$ cat src/design/rag_pkg.sv
// ----------------------------------------------------------------------------
// rag_pkg
// Shared widths, codes and types of the rational accumulator with gcd
// reduction.
// ----------------------------------------------------------------------------
`default_nettype none

package rag_pkg;

	// range of a stored fraction
	localparam int WORD_BITS = 32;

	// word field widths
	localparam int CMD_W  = 2;
	localparam int NUM_W  = 32;
	localparam int DEN_W  = 31;
	localparam int STAT_W = 2;

	// magnitudes and exact products
	localparam int MAG_W  = 32;
	localparam int PROD_W = 2 * MAG_W;

	// divider step counter
	localparam int DIV_CNT_W = $clog2(PROD_W);

	// 2^(WORD_BITS-1): bound of the magnitude of a stored numerator
	localparam logic [PROD_W-1:0] LIM = {{(PROD_W-1){1'b0}}, 1'b1} << (WORD_BITS - 1);

	typedef enum logic [CMD_W-1:0] {
		CMD_LOAD = 2'd0,
		CMD_ADD  = 2'd1,
		CMD_MUL  = 2'd2,
		CMD_NOP  = 2'd3
	} cmd_t;

	typedef enum logic [STAT_W-1:0] {
		ST_OK     = 2'd0,
		ST_BADDEN = 2'd1,
		ST_OVF    = 2'd2
	} status_t;

	typedef enum logic [3:0] {
		S_IDLE,
		S_MUL_X,
		S_MUL_Y,
		S_MUL_Z,
		S_MUL_W,
		S_SUM,
		S_COMMIT,
		S_GCD,
		S_GCD_WAIT,
		S_RED_N,
		S_RED_D,
		S_CHECK,
		S_OUT
	} state_t;

	// request to the shared divider
	typedef struct packed {
		logic              start;
		logic [PROD_W-1:0] dividend;
		logic [PROD_W-1:0] divisor;
	} div_req_t;

	// answer of the shared divider
	typedef struct packed {
		logic              done;
		logic [PROD_W-1:0] quot;
		logic [PROD_W-1:0] rem;
	} div_rsp_t;

endpackage

`default_nettype wire

$ cat src/design/rag_mul.sv
// ----------------------------------------------------------------------------
// rag_mul
// Registered unsigned magnitude multiplier, shared by all product steps.
// ----------------------------------------------------------------------------
`default_nettype none

module rag_mul (
	input  wire logic                         clk,
	input  wire logic [rag_pkg::MAG_W-1:0]    a,
	input  wire logic [rag_pkg::MAG_W-1:0]    b,
	output logic      [rag_pkg::PROD_W-1:0]   prod
);

	logic [rag_pkg::PROD_W-1:0] prod_q;

	always_ff @(posedge clk) begin
		prod_q <= rag_pkg::PROD_W'(a) * rag_pkg::PROD_W'(b);
	end

	assign prod = prod_q;

endmodule

`default_nettype wire

$ cat config.mk
export PLATFORM = sky130hd
export DESIGN_NAME = rag_mul
export DESIGN_NICKNAME = d
export VERILOG_FILES = /design/src/design/rag_pkg.sv /design/src/design/rag_mul.sv
export SDC_FILE = /design/constraint.sdc
export NUM_CORES = 2
export LEC_CHECK = 0
export ABC_AREA = 1
export BUFFER_PORTS_ARGS = -buffer_cell sky130_fd_sc_hd__buf_4
export CAP_MARGIN = 10
export CORE_MARGIN = 8
export CORE_UTILIZATION = 60
export DETAILED_ROUTE_END_ITERATION = 16
export PLACE_DENSITY = 0.77
export SYNTH_ARGS = -nofsm -noshare
export SYNTH_HDL_FRONTEND = slang
export SYNTH_SLANG_ARGS = --single-unit
$ cat constraint.sdc
create_clock -name clk -period 19.2 [get_ports clk]
set_input_delay 0.96 -clock clk [delete_from_list [all_inputs] [get_ports clk]]
set_output_delay 0.96 -clock clk [all_outputs]
set_load 0.03 [all_outputs]
* After elaboration in Yosys (flattened, before gate mapping) *
Cells that the tools add are included.

word-level totals
  input port bits = 65
  register bits = 64
  output and inout port bits = 64
  word-level logic and storage cells = 2

operators by class
  $mul = 1

operators by type and width
  kind              count
  $mul A32 B32 Y64  1

* Depth between registers and ports, before layout *
  word-level depth = 1
  gate-level depth with buffers = 30
  gate-level depth less buffers = 29

* Least setup slack after synthesis *
Ideal clock, no wire load.

  path kind = input to register
  from = input a[25] in the netlist's numbering
  to = register prod_q, in the netlist prod[60]
  path slack = 12426 ps
  buffers on the path = 1
  stages = 26
  arrival = 6662 ps
  path through = clkbuf_1 nand2_1 fa_1 inv_1 fa_1 inv_1 fa_1 inv_1 fa_1 fa_1 fa_1 fa_1 inv_1 fa_1 inv_1 ha_1 nand2_1 nand2_1 a21oi_1 nand2_1 nand2_1 nand2_1 a21oi_1 nand2_1 nand2_1 nand2_1

between the ends
  longest elaborated chain between the ends = 1

ends and longest elaborated chain
  element               RTL line       source
  start, declared       rag_mul.sv:9   input wire logic [rag_pkg::MAG_W-1:0] a,
  $mul A32 B32 Y64      rag_mul.sv:17  prod_q <= rag_pkg::PROD_W'(a) * rag_pkg::PROD_W'(b);
  end signal, assigned  rag_mul.sv:17
  end, declared         rag_mul.sv:14  logic [rag_pkg::PROD_W-1:0] prod_q;

Every way passes these cells.

* Worst setup path after layout *
  from = input a[18] in the netlist's numbering
  to = register prod_q, in the netlist prod[32]

The elaborated chain is that of the path after synthesis.

==> Implementation_results.wiki <==
{| class="wikitable"
! Metric !! Value
|-
| Share of the cycle needed by the critical path after routing || 38.1%
|-
| Required arrival time at the worst endpoint || 19410 ps
|-
| Number of hold-slack violations in the final timing report || 0
|-
| Net Count, Synth || 6247
|-
| Clock tree from TritonCTS || built
|-
| Maximum number of pins on one net before global-route repair || 33
|-
| Adder-cell share of the synthesized area || 56.8%
|-
| Maximum clock frequency || 137 MHz
|-
| Hold-fix buffers, CTS || 0
|-
| Number of H-tree levels || 3
|-
| Share of synthesized area spent on multiplexers || 0%
|-
| Half-perimeter wire length of the detailed placement result || 82800 microns
|-
| Std-Cell Core Area || 0.0617 sq mm
|-
| Syn-to-layout area delta || 4.22%
|-
| Compound-cell area share of the yosys netlist || 0.853%
|-
| Critical Path End Type || flip-flop
|-
| Mean Syn Cell Area || 7.45 sq um
|-
| Sum Neg Setup Slack || 0 ps
|-
| Antenna violations before repair || 1
|-
| Core Rows || 91
|-
| Worst Path Class, Setup || in2reg
|-
| Outcome || finished, final reports clean
|-
| Die area || 0.0706 sq mm
|-
| WP data arrival || 7540 ps
|-
| Relative slew slack || 65.1%
|-
| Met2 WL || 49200 microns
|-
| Wire length of the first global-routing pass || 164000 microns
|-
| Cts bufs inserted || 9
|-
| Post-synthesis instance area || 0.0374 sq mm
|-
| DRT antenna net count || 0
|-
| Routed metal-1 wire length || 38000 microns
|-
| # nets final || 6194
|-
| Async set or reset register ratio after synthesis || 0%
|-
| Number of failing setup endpoints in the final timing report || 0
|-
| Simple-gate share of the synthesized area || 18.8%
|-
| Critical path, cell by cell || buf_4 -> nand2_1 -> inv_1 -> fa_1 -> fa_1 -> inv_1 -> fa_1 -> fa_1 -> inv_1 -> fa_1 -> fa_1 -> fa_1 -> fa_1 -> ha_1 -> nand2_1 -> nor2_1 -> inv_2 -> nor2_4 -> inv_2 -> o21bai_2 -> inv_1 -> nand2_1 -> xor2_1
|-
| Post-CTS setup-driven buffer insertion count || 0
|-
| Initial detailed-routing violation count || 2279
|-
| Number of standard cells after synthesis || 5023
|-
| Detailed-routed wire length on met3 || 7130 microns
|-
| Critical path fanouts, max || 32
|-
| Via count of the routed design || 29700
|-
| Part of the Yosys area used for sequential elements || 3.43%
|-
| Drt pass-1 iters || 6
|-
| Chip width || 266 microns
|-
| Routed WL per cell || 17.0 microns
|-
| Max clock buf depth || 2
|-
| Most common cell type on the critical path || sky130_fd_sc_hd__fa_1
|-
| Drt drc || 0
|-
| Final max-slew violation count || 0
|-
| Unrepaired setup endpoints after global routing || no
|-
| Post-cts gate resize count || 0
|-
| Routed Wire Length || 98800 microns
|-
| Root buffer cell || sky130_fd_sc_hd__clkbuf_16
|-
| CTS clock-pin slew for the worst setup and hold paths || 60 ps
|-
| Number of sinks on the clock net || 64
|-
| Max-cap violation count || 0
|-
| Combinational family with the most area after synthesis || adder cells
|-
| Flip-flop cell with the highest count after synthesis || sky130_fd_sc_hd__dfxtp_1
|-
| Startpoint types || input pin
|-
| Via/cell ratio || 5.11
|-
| Number of register bits inferred by synthesis || 64
|-
| Effective utilization at floorplan || 60.6%
|-
| Clock period minus final worst setup slack || 7320 ps
|-
| Number of library cell types mapped by synthesis || 23
|-
| Fillcell total || 5504
|-
| Final global-route overflow total || 0
|-
| Post-synthesis share of cell area spent on xor and xnor gates || 0.820%
|-
| Port Buf Inserts || 128
|-
| Number of global-route vias before repair || 31800
|-
| Top sig layer || met4
|-
| Slowest stage cell, crit path || sky130_fd_sc_hd__fa_1
|-
| Overall global routing resource usage || 29.1%
|-
| Transition time at the pin with the least slew margin || 523 ps
|-
| Delay of the slowest critical-path stage || 590 ps
|-
| Number of primary I/O pins || 129
|-
| Number of enable flip-flop cells after synthesis || 0
|-
| Class of the tightest hold or removal check || in2reg
|-
| Fraction of layout instances using a drive strength above 1 || 4.18%
|-
| Number of flip-flops under the largest register name || 64
|-
| Overall die height || 266 microns
|-
| Total number of yosys warnings || 0
|-
| Weighted congestion at the end of routability-driven global placement || 0.997
|}
==> worst max-delay path: cells and delay by family <==
family,cells,cell delay [ps]
AOI/OAI and AO/OA,1,150
xor gates and xnor gates,1,320
adders and majority gates,9,4530
buffers and inverters,7,830
and+or+nand+nor,5,710
==> layout make-up <==
class / count / area (sq um) / area share [%]
diodes: 1 / 2.50 / 0.00642
clock buffers: 10 / 239 / 0.613
clock inverters: 6 / 47.5 / 0.122
inverters: 1735 / 6510 / 16.7
multi-input cells: 3032 / 28900 / 74.1
flip-flops and latches: 64 / 1280 / 3.29
well taps: 837 / 1050 / 2.69
repair buffers: 128 / 961 / 2.47
==> cell usage in the layout (no fill, tap or decap) <==
cell / count
sky130_fd_sc_hd__xnor2_1: 2
sky130_fd_sc_hd__nor2_4: 6
sky130_fd_sc_hd__nor3_4: 1
sky130_fd_sc_hd__inv_2: 12
sky130_fd_sc_hd__nor3_1: 11
sky130_fd_sc_hd__a21oi_1: 43
sky130_fd_sc_hd__clkinvlp_4: 1
sky130_fd_sc_hd__inv_1: 1723
sky130_fd_sc_hd__xor2_1: 33
sky130_fd_sc_hd__clkbuf_16: 9
sky130_fd_sc_hd__o21bai_1: 11
sky130_fd_sc_hd__dfxtp_1: 64
sky130_fd_sc_hd__o21ai_0: 2
sky130_fd_sc_hd__nand2_2: 15
sky130_fd_sc_hd__o21bai_2: 1
sky130_fd_sc_hd__diode_2: 1
sky130_fd_sc_hd__buf_4: 128
sky130_fd_sc_hd__nand3_1: 56
sky130_fd_sc_hd__nand4_1: 16
sky130_fd_sc_hd__nand3_2: 9
sky130_fd_sc_hd__clkbuf_8: 1
sky130_fd_sc_hd__nor2_2: 14
sky130_fd_sc_hd__inv_6: 4
sky130_fd_sc_hd__fa_1: 896
sky130_fd_sc_hd__nand2_1: 1566
sky130_fd_sc_hd__nor3_2: 6
sky130_fd_sc_hd__clkinv_2: 1
sky130_fd_sc_hd__ha_1: 263
sky130_fd_sc_hd__nor2_1: 81
==> stage by stage <==
step	cells	worst slack, ps	cell area [sq um]	utilization (%)	hold WS (ps)
6_report	5813	11880	39000	63.2	1050
5_1_grt	5813	11610	39000	63.2	1100
3_5_place_dp	5796	11500	38700	62.7	1390
2_1_floorplan	5023	12430	37400	-	1060
4_1_cts	5812	11830	39000	63.2	1070
3_3_place_gp	5796	11540	38700	62.7	1390
==> worst paths after layout <==
path | startpoint | to | slack (ps) | depth (start not counted)
setup / recovery | a[18] | prod[32]$_DFF_P_ | 11880 | 23
hold / removal | b[0] | prod[0]$_DFF_P_ | 1050 | 3
==> routing by layer <==
| layer | up-vias | GRT usage [%] |
|---|---|---|
| li1 | 13500 | - |
| met1 | 14600 | 37.4 |
| met2 | 1338 | 50.7 |
| met3 | 307 | 3.00 |
| met4 | 0 | 11.3 |
| met5 | - | 0 |
==> logic make-up (layout without fill, tap and decap cells) <==
| group | count (synthesis) | after routing |
|---|---|---|
| buffers and inverters | 1927 | 1879 |
| AND/OR/NAND/NOR | 1781 | 1781 |
| adder cells (fa/ha/maj) | 1159 | 1159 |
| flip-flops | 64 | 64 |
| AO/OA/AOI/OAI | 57 | 57 |
| XOR/XNOR | 35 | 35 |
| other | 0 | 1 |
==> cells in the mapped netlist (6+ instances only) <==
library cell	number	area, sq um
sky130_fd_sc_hd__clkbuf_1	192	721
sky130_fd_sc_hd__nand2_1	1566	5880
sky130_fd_sc_hd__nor2_2	14	87.6
sky130_fd_sc_hd__a21oi_1	43	215
sky130_fd_sc_hd__nor2_4	6	67.6
sky130_fd_sc_hd__nor2_1	81	304
sky130_fd_sc_hd__nand3_2	9	90.1
sky130_fd_sc_hd__nand4_1	16	100
sky130_fd_sc_hd__nand2_2	15	93.8
sky130_fd_sc_hd__nor3_1	11	55.1
sky130_fd_sc_hd__fa_1	896	17900
sky130_fd_sc_hd__nor3_2	6	60.1
sky130_fd_sc_hd__xor2_1	33	289
sky130_fd_sc_hd__dfxtp_1	64	1280
sky130_fd_sc_hd__o21bai_1	11	82.6
sky130_fd_sc_hd__nand3_1	56	280
sky130_fd_sc_hd__inv_2	12	45.0
sky130_fd_sc_hd__inv_1	1723	6470
sky130_fd_sc_hd__ha_1	263	3290
Power is not shown: default switching activity piles up to over one toggle a cycle in this logic, so the estimate is an artifact.
