**config.mk**
```make
export PLATFORM = sky130hd
export DESIGN_NAME = rag_div
export DESIGN_NICKNAME = d
export VERILOG_FILES = /design/src/design/rag_pkg.sv /design/src/design/rag_div.sv
export SDC_FILE = /design/constraint.sdc
export NUM_CORES = 1
export LEC_CHECK = 0
export BUFFER_PORTS_ARGS = -buffer_cell sky130_fd_sc_hd__buf_2
export CAP_MARGIN = 20
export CORE_UTILIZATION = 35
export DETAILED_ROUTE_END_ITERATION = 10
export GPL_ROUTABILITY_DRIVEN = 0
export GPL_TIMING_DRIVEN = 0
export PLACE_DENSITY = 0.64
export SYNTH_ARGS = -nofsm -noshare
export SYNTH_HDL_FRONTEND = slang
export SYNTH_SLANG_ARGS = --single-unit
```
**constraint.sdc**
```tcl
create_clock -name clk -period 9.2 [get_ports clk]
set_clock_uncertainty 0.05 [all_clocks]
set_input_delay 0 -clock clk [delete_from_list [all_inputs] [get_ports clk]]
set_output_delay 0 -clock clk [all_outputs]
set_load 0.01 [all_outputs]
```
**src/design/rag_pkg.sv**
```systemverilog
// ----------------------------------------------------------------------------
// rag_pkg
// Shared widths, codes and types of the rational accumulator with gcd
// reduction.
// ----------------------------------------------------------------------------
`default_nettype none

package rag_pkg;

	// range of a stored fraction
	localparam int WORD_BITS = 32;

	// word field widths
	localparam int CMD_W  = 2;
	localparam int NUM_W  = 32;
	localparam int DEN_W  = 31;
	localparam int STAT_W = 2;

	// magnitudes and exact products
	localparam int MAG_W  = 32;
	localparam int PROD_W = 2 * MAG_W;

	// divider step counter
	localparam int DIV_CNT_W = $clog2(PROD_W);

	// 2^(WORD_BITS-1): bound of the magnitude of a stored numerator
	localparam logic [PROD_W-1:0] LIM = {{(PROD_W-1){1'b0}}, 1'b1} << (WORD_BITS - 1);

	typedef enum logic [CMD_W-1:0] {
		CMD_LOAD = 2'd0,
		CMD_ADD  = 2'd1,
		CMD_MUL  = 2'd2,
		CMD_NOP  = 2'd3
	} cmd_t;

	typedef enum logic [STAT_W-1:0] {
		ST_OK     = 2'd0,
		ST_BADDEN = 2'd1,
		ST_OVF    = 2'd2
	} status_t;

	typedef enum logic [3:0] {
		S_IDLE,
		S_MUL_X,
		S_MUL_Y,
		S_MUL_Z,
		S_MUL_W,
		S_SUM,
		S_COMMIT,
		S_GCD,
		S_GCD_WAIT,
		S_RED_N,
		S_RED_D,
		S_CHECK,
		S_OUT
	} state_t;

	// request to the shared divider
	typedef struct packed {
		logic              start;
		logic [PROD_W-1:0] dividend;
		logic [PROD_W-1:0] divisor;
	} div_req_t;

	// answer of the shared divider
	typedef struct packed {
		logic              done;
		logic [PROD_W-1:0] quot;
		logic [PROD_W-1:0] rem;
	} div_rsp_t;

endpackage

`default_nettype wire

```
**src/design/rag_div.sv**
```systemverilog
// ----------------------------------------------------------------------------
// rag_div
// Restoring radix-2 divider: one quotient bit per cycle, quotient and
// remainder valid when done pulses.
// ----------------------------------------------------------------------------
`default_nettype none

module rag_div (
	input  wire logic              clk,
	input  wire logic              arst_n,
	input  wire rag_pkg::div_req_t req,
	output rag_pkg::div_rsp_t      rsp
);

	localparam int W = rag_pkg::PROD_W;

	logic                            busy_q;
	logic                            done_q;
	logic [rag_pkg::DIV_CNT_W-1:0]   cnt_q;
	logic [W-1:0]                    rem_q;
	logic [W-1:0]                    quo_q;
	logic [W-1:0]                    den_q;

	logic [W:0]   shifted;
	logic [W:0]   diff;
	logic         qbit;
	logic [W-1:0] rem_next;

	// shift in the next dividend bit, subtract when it fits
	always_comb begin
		shifted  = {rem_q, quo_q[W-1]};
		diff     = shifted - {1'b0, den_q};
		qbit     = ~diff[W];
		rem_next = qbit ? diff[W-1:0] : shifted[W-1:0];
	end

	always_ff @(posedge clk or negedge arst_n) begin
		if (!arst_n) begin
			busy_q <= 1'b0;
			done_q <= 1'b0;
			cnt_q  <= '0;
		end else begin
			done_q <= 1'b0;
			if (req.start) begin
				busy_q <= 1'b1;
				cnt_q  <= rag_pkg::DIV_CNT_W'(W - 1);
			end else if (busy_q) begin
				if (cnt_q == '0) begin
					busy_q <= 1'b0;
					done_q <= 1'b1;
				end else begin
					cnt_q <= cnt_q - 1'b1;
				end
			end
		end
	end

	always_ff @(posedge clk) begin
		if (req.start) begin
			rem_q <= '0;
			quo_q <= req.dividend;
			den_q <= req.divisor;
		end else if (busy_q) begin
			rem_q <= rem_next;
			quo_q <= {quo_q[W-2:0], qbit};
		end
	end

	assign rsp.done = done_q;
	assign rsp.quot = quo_q;
	assign rsp.rem  = rem_q;

endmodule

`default_nettype wire
```
Word level (Yosys, flattened, before mapping) --
Cells that the tools add are included.
Storage, ports and cells: flip-flop bits (word level) 200
Operators by class: add/subtract/negate cells 2, eq/ne operators 1, mux-type cells 12, bitwise gates (word level) 1, reduce and logical (&&, ||, !) cells 3
Operators with widths (number):
- $mux 64 | 3
- $sub 65x64->65 | 1
- $mux 6 | 3
- $logic_not 6->1 | 1
- $mux 1 | 6
- $sub 6x1->6 const B | 1
- $ne 2x2->1 const B | 1
- $reduce_and 2->1 | 1
- $reduce_bool 2->1 | 1
- $not 1->1 | 1

Longest topological paths before layout --
word-level depth 4, depth in mapped cells 15, depth with buffers taken out 13

Worst setup path after synthesis --
No wires, ideal clock.
path kind reg-to-reg, from register quo_q[63], to register rem_q[62], setup time 0.088 ns, data arrival time 3.192 ns, data required time 9.062 ns, slack 5.870 ns, cell stages (with the launch flop) 15, buffers on the path 1, clock period less this slack 3.330 ns, cell sequence edfxtp_1 -> inv_1 -> ha_1 -> fa_1 -> nor2b_1 -> o31a_1 -> o311ai_1 -> a21o_1 -> a2111oi_4 -> or4_4 -> nand4_4 -> or2_1 -> clkbuf_2 -> a211o_1 -> o32ai_2
Between the ends: cells in the longest elaborated chain, start to end 2
RTL lines:
- start: declaration | line rag_div.sv:21 | logic [W-1:0] quo_q;
- start signal: assignment | line rag_div.sv:61 | quo_q <= req.dividend;
- start signal: assignment | line rag_div.sv:65 | quo_q <= {quo_q[W-2:0], qbit};
- $sub 65x64->65 | line rag_div.sv:32 | diff = shifted - {1'b0, den_q};
- $mux 64 | line rag_div.sv:34 | rem_next = qbit ? diff[W-1:0] : shifted[W-1:0];
- end signal: assignment | line rag_div.sv:64 | rem_q <= rem_next;
- end: declaration | line rag_div.sv:20 | logic [W-1:0] rem_q;
Every way passes these cells. A chain may end at the register's enable or synchronous reset.

Worst setup path after layout --
from register quo_q[63], to register rem_q[54]
The elaborated chain is that of the path after synthesis.

==> impl_metrics.json <==
{
  "outcome": "finished clean",
  "power_frac_seq_pct": 50.3,
  "number_of_cells_traversed_by_the_worst_hold_path": 1,
  "synth_fp_nets": 1439,
  "worstHoldStart": "req[128]",
  "tritoncts": "done",
  "initial_standard_cell_utilization_of_the_core_pct": 35.6,
  "hold_path_class": "in2reg",
  "final_layout_size_suffix_gt1_share_pct": 22.9,
  "slew_viol_final": 0,
  "diodes_inserted": 0,
  "critPathBufInv": 2,
  "power.total_w": 0.00208,
  "seqCellArea_um2": 5330,
  "design.core.area_um2": 33500,
  "cts_inserted_buffers": 17,
  "synth_edf_count": 128,
  "pwr-share-comb_pct": 14.8,
  "netlist_area_before_placement_um2": 11900,
  "crit_path_end_kind": "register",
  "cts-root-buf": "sky130_fd_sc_hd__clkbuf_16",
  "dominantRegCellSynth": "sky130_fd_sc_hd__edfxtp_1",
  "grt_antenna_before_repair": 0,
  "multiInputGateArea_um2": 6000,
  "worst-setup-path-type": "reg2reg",
  "post-cts-setup-buffer-count": 0,
  "sw_frac_of_total_pct": 26.9,
  "final_hold_violation_count": 0,
  "drv.max_cap_violation_count": 0,
  "worstSetupStartpoint": "quo_q[63]",
  "gr-total-overflow": 0,
  "finalWirelength_um": 38500,
  "detailroute.via_count": 11107,
  "critPathTopFamily": "compound AO/OA/AOI/OAI gates",
  "grt_setup_unrepaired": "no",
  "tns_ns": 0,
  "synth_sequential_area_ratio_pct": 44.6,
  "per_cell_via_count_in_the_routed_design": 5.26,
  "dieArea_um2": 34800,
  "area.growth.synth_to_final_pct": 31.1,
  "layout_worst_path_cycle_share_pct": 45.9,
  "placement_rows": 67,
  "num_io_pins": 260,
  "p_leak_nw": 6.79,
  "ant_nets": 0,
  "timing.critical_path.slowest_cell_delay_ns": 0.65,
  "clkSlewWorstSetupHoldPaths_ns": 0.08,
  "maxSlewHeadroom_pct": 38.4,
  "clk_latency_ns": 0.45,
  "switching_power_w": 0.000560,
  "rr_startpoint": "quo_q[63]",
  "synth_cells": 1241,
  "global_route.usage.total_pct": 22.0,
  "number_of_synthesized_register_bits": 200,
  "clockBufferDepth": 2,
  "power_density_nw_per_um2": 133,
  "cellInternalPower_w": 0.00152,
  "grt_start_max_net_pins": 66,
  "drc_marker_count_from_the_first_detailed_route_iteration": 874,
  "die_height_um": 187,
  "async_flop_share_pct": 4.00,
  "worst_ir_drop_vdd_uv": 129,
  "path_depth": 14,
  "reg2reg_depth": 14,
  "ys_types": 68,
  "wire_length_of_the_first_global_routing_pass_um": 60200,
  "io_buffer_count": 259,
  "worst_setup_path_start_kind": "register",
  "routed_wire_length_per_instance_um": 18.2,
  "cp_data_arrival_time_ns": 4.53,
  "detail_route.first_pass.iterations": 5,
  "cells_along_the_critical_path": "inv_1 -> ha_1 -> fa_1 -> nor2b_1 -> o31a_1 -> o31ai_1 -> a2111oi_2 -> o21ai_0 -> a211oi_1 -> or2_1 -> clkbuf_1 -> xor2_1 -> nand2_1 -> a311oi_1",
  "first_global_vias": 11132,
  "half_perimeter_wire_length_of_the_detailed_placement_result_um": 28700,
  "transition_at_the_pin_with_the_smallest_max_transition_slack_ns": 0.924,
  "finalCriticalPeriod_ns": 4.22,
  "cts_num_sinks": 200,
  "ys.warnings.count": 0,
  "crit_fanout": 5,
  "required_ns": 9.52,
  "setup_viol": 0,
  "max_freq_mhz": 237,
  "ctsHtreeMaxLevel": 4,
  "timing.critical_path.slowest_stage_cell": "sky130_fd_sc_hd__a2111oi_2",
  "layout.filler_cells": 3202,
  "drc_violations_left": 0,
  "power.clock.fraction_pct": 34.9,
  "final_nets": 1847,
  "post_synth.cell_area_avg_um2": 9.61,
  "die_x_extent_um": 187
}
-- routing by layer --
| layer | wire length [um] | vias to the layer above | global-route usage (%) |
|---|---|---|---|
| li1 | - | 5348 | - |
| met1 | 16100 | 5280 | 26.9 |
| met2 | 18600 | 438 | 38.1 |
| met3 | 3060 | 41 | 6.04 |
| met4 | 657 | 0 | 5.74 |
| met5 | 0 | - | 0 |
-- cells in the final DEF, fill, tap and decap left out, types with 53 or more instances in the layout --
cell	count
sky130_fd_sc_hd__ha_1	66
sky130_fd_sc_hd__dlygate4sd3_1	130
sky130_fd_sc_hd__a21oi_1	84
sky130_fd_sc_hd__clkbuf_1	57
sky130_fd_sc_hd__inv_1	86
sky130_fd_sc_hd__o21ai_0	53
sky130_fd_sc_hd__nand2_1	151
sky130_fd_sc_hd__edfxtp_1	128
sky130_fd_sc_hd__dfxtp_1	64
sky130_fd_sc_hd__mux2_2	63
sky130_fd_sc_hd__buf_2	272
sky130_fd_sc_hd__nor2_1	105
-- per-stage QoR --
stage / hold slack [ns] / utilization [%] / worst slack (ns) / instances / area, um^2
floorplan: -0.346 / - / 5.87 / 1241 / 11900
global placement: -0.200 / 41.1 / 4.92 / 1948 / 13800
detailed placement: -0.199 / 41.1 / 5.07 / 1948 / 13800
CTS: 0.149 / 46.6 / 5.01 / 2110 / 15600
global route: 0.178 / 46.6 / 4.63 / 2110 / 15600
finish: 0.146 / 46.6 / 4.98 / 2110 / 15600
-- layout make-up --
cell class | count | share of cell area (%)
sequential | 200 | 34.1
buffer | 70 | 1.82
clock buffer | 20 | 2.79
inverter | 86 | 2.06
tap | 448 | 3.58
clock inverter | 12 | 0.720
multi-input combinational | 885 | 38.3
timing repair buffer | 389 | 16.6
-- power by group through the flow --
stage	clock, W	sequential, W	combinational (W)
after global placement	0	0.00106	0.000257
final	0.000726	0.00105	0.000308
after floorplan	0	0.00107	0.000143
after detailed placement	0	0.00106	0.000262
after CTS	0.000742	0.00105	0.000306
after global routing	0.000773	0.00105	0.000337
-- worst paths after layout --
kind / end / slack [ns]
worst min register to register: rem_q[22] / 0.46
worst min-delay path: den_q[47] / 0.15
min in group asynchronous: cnt_q[0] / 0.48
max in group asynchronous: busy_q / 8.36
worst max register to register: rem_q[54] / 4.98
worst max-delay path: rem_q[54] / 4.98
-- state kept, by name, summed over array words and instances (netlist names) --
name and cells:
den_q 64, busy_q 1, rem_q 64, cnt_q 6, quo_q 64, done_q 1
-- cells in the mapped netlist, types with 4 or more instances --
cell,count,area (um^2)
sky130_fd_sc_hd__a211o_1,5,43.8
sky130_fd_sc_hd__a211oi_1,17,128
sky130_fd_sc_hd__a21o_1,29,218
sky130_fd_sc_hd__a21oi_1,84,420
sky130_fd_sc_hd__a311oi_1,46,403
sky130_fd_sc_hd__a31oi_1,7,43.8
sky130_fd_sc_hd__and2_1,6,37.5
sky130_fd_sc_hd__and4_1,5,43.8
sky130_fd_sc_hd__buf_2,14,70.1
sky130_fd_sc_hd__clkbuf_1,54,203
sky130_fd_sc_hd__dfrtp_1,8,200
sky130_fd_sc_hd__dfxtp_1,64,1280
sky130_fd_sc_hd__edfxtp_1,128,3840
sky130_fd_sc_hd__ha_1,66,826
sky130_fd_sc_hd__inv_1,86,323
sky130_fd_sc_hd__mux2_2,63,709
sky130_fd_sc_hd__mux2i_1,4,40.0
sky130_fd_sc_hd__nand2_1,151,567
sky130_fd_sc_hd__nand2b_1,16,100
sky130_fd_sc_hd__nand3_1,12,60.1
sky130_fd_sc_hd__nand3b_1,4,30.0
sky130_fd_sc_hd__nand4_1,27,169
sky130_fd_sc_hd__nor2_1,105,394
sky130_fd_sc_hd__nor2b_1,9,56.3
sky130_fd_sc_hd__nor3_1,14,70.1
sky130_fd_sc_hd__o211ai_1,9,67.6
sky130_fd_sc_hd__o21a_1,11,82.6
sky130_fd_sc_hd__o21ai_0,53,265
sky130_fd_sc_hd__o21bai_1,14,105
sky130_fd_sc_hd__o221ai_1,5,43.8
sky130_fd_sc_hd__o31a_1,5,43.8
sky130_fd_sc_hd__o31ai_1,5,37.5
sky130_fd_sc_hd__or2_2,5,31.3
sky130_fd_sc_hd__or3_1,7,43.8
sky130_fd_sc_hd__or4_1,4,30.0
sky130_fd_sc_hd__xnor2_1,33,289
sky130_fd_sc_hd__xor2_1,19,166
-- what timing repair did --
item                                    CTS  global route
hold buffers                            130             0
endpoints found under the setup margin    0             0
resized for setup                         0             0
endpoints found under the hold margin   136             0
-- cell families (layout without fill, tap and decap cells) --
| kind of cell | Yosys count | in the layout | synth area share (%) |
|---|---|---|---|
| fa+ha+maj | 67 | 67 | 7.09 |
| simple gates | 381 | 381 | 14.8 |
| buf+inv | 156 | 577 | 5.10 |
| flops | 200 | 200 | 44.6 |
| xor+xnor | 52 | 52 | 3.82 |
| compound gates | 318 | 318 | 18.2 |
| mux | 67 | 67 | 6.28 |
No activity file was read; power rests on OpenSTA's default activity.
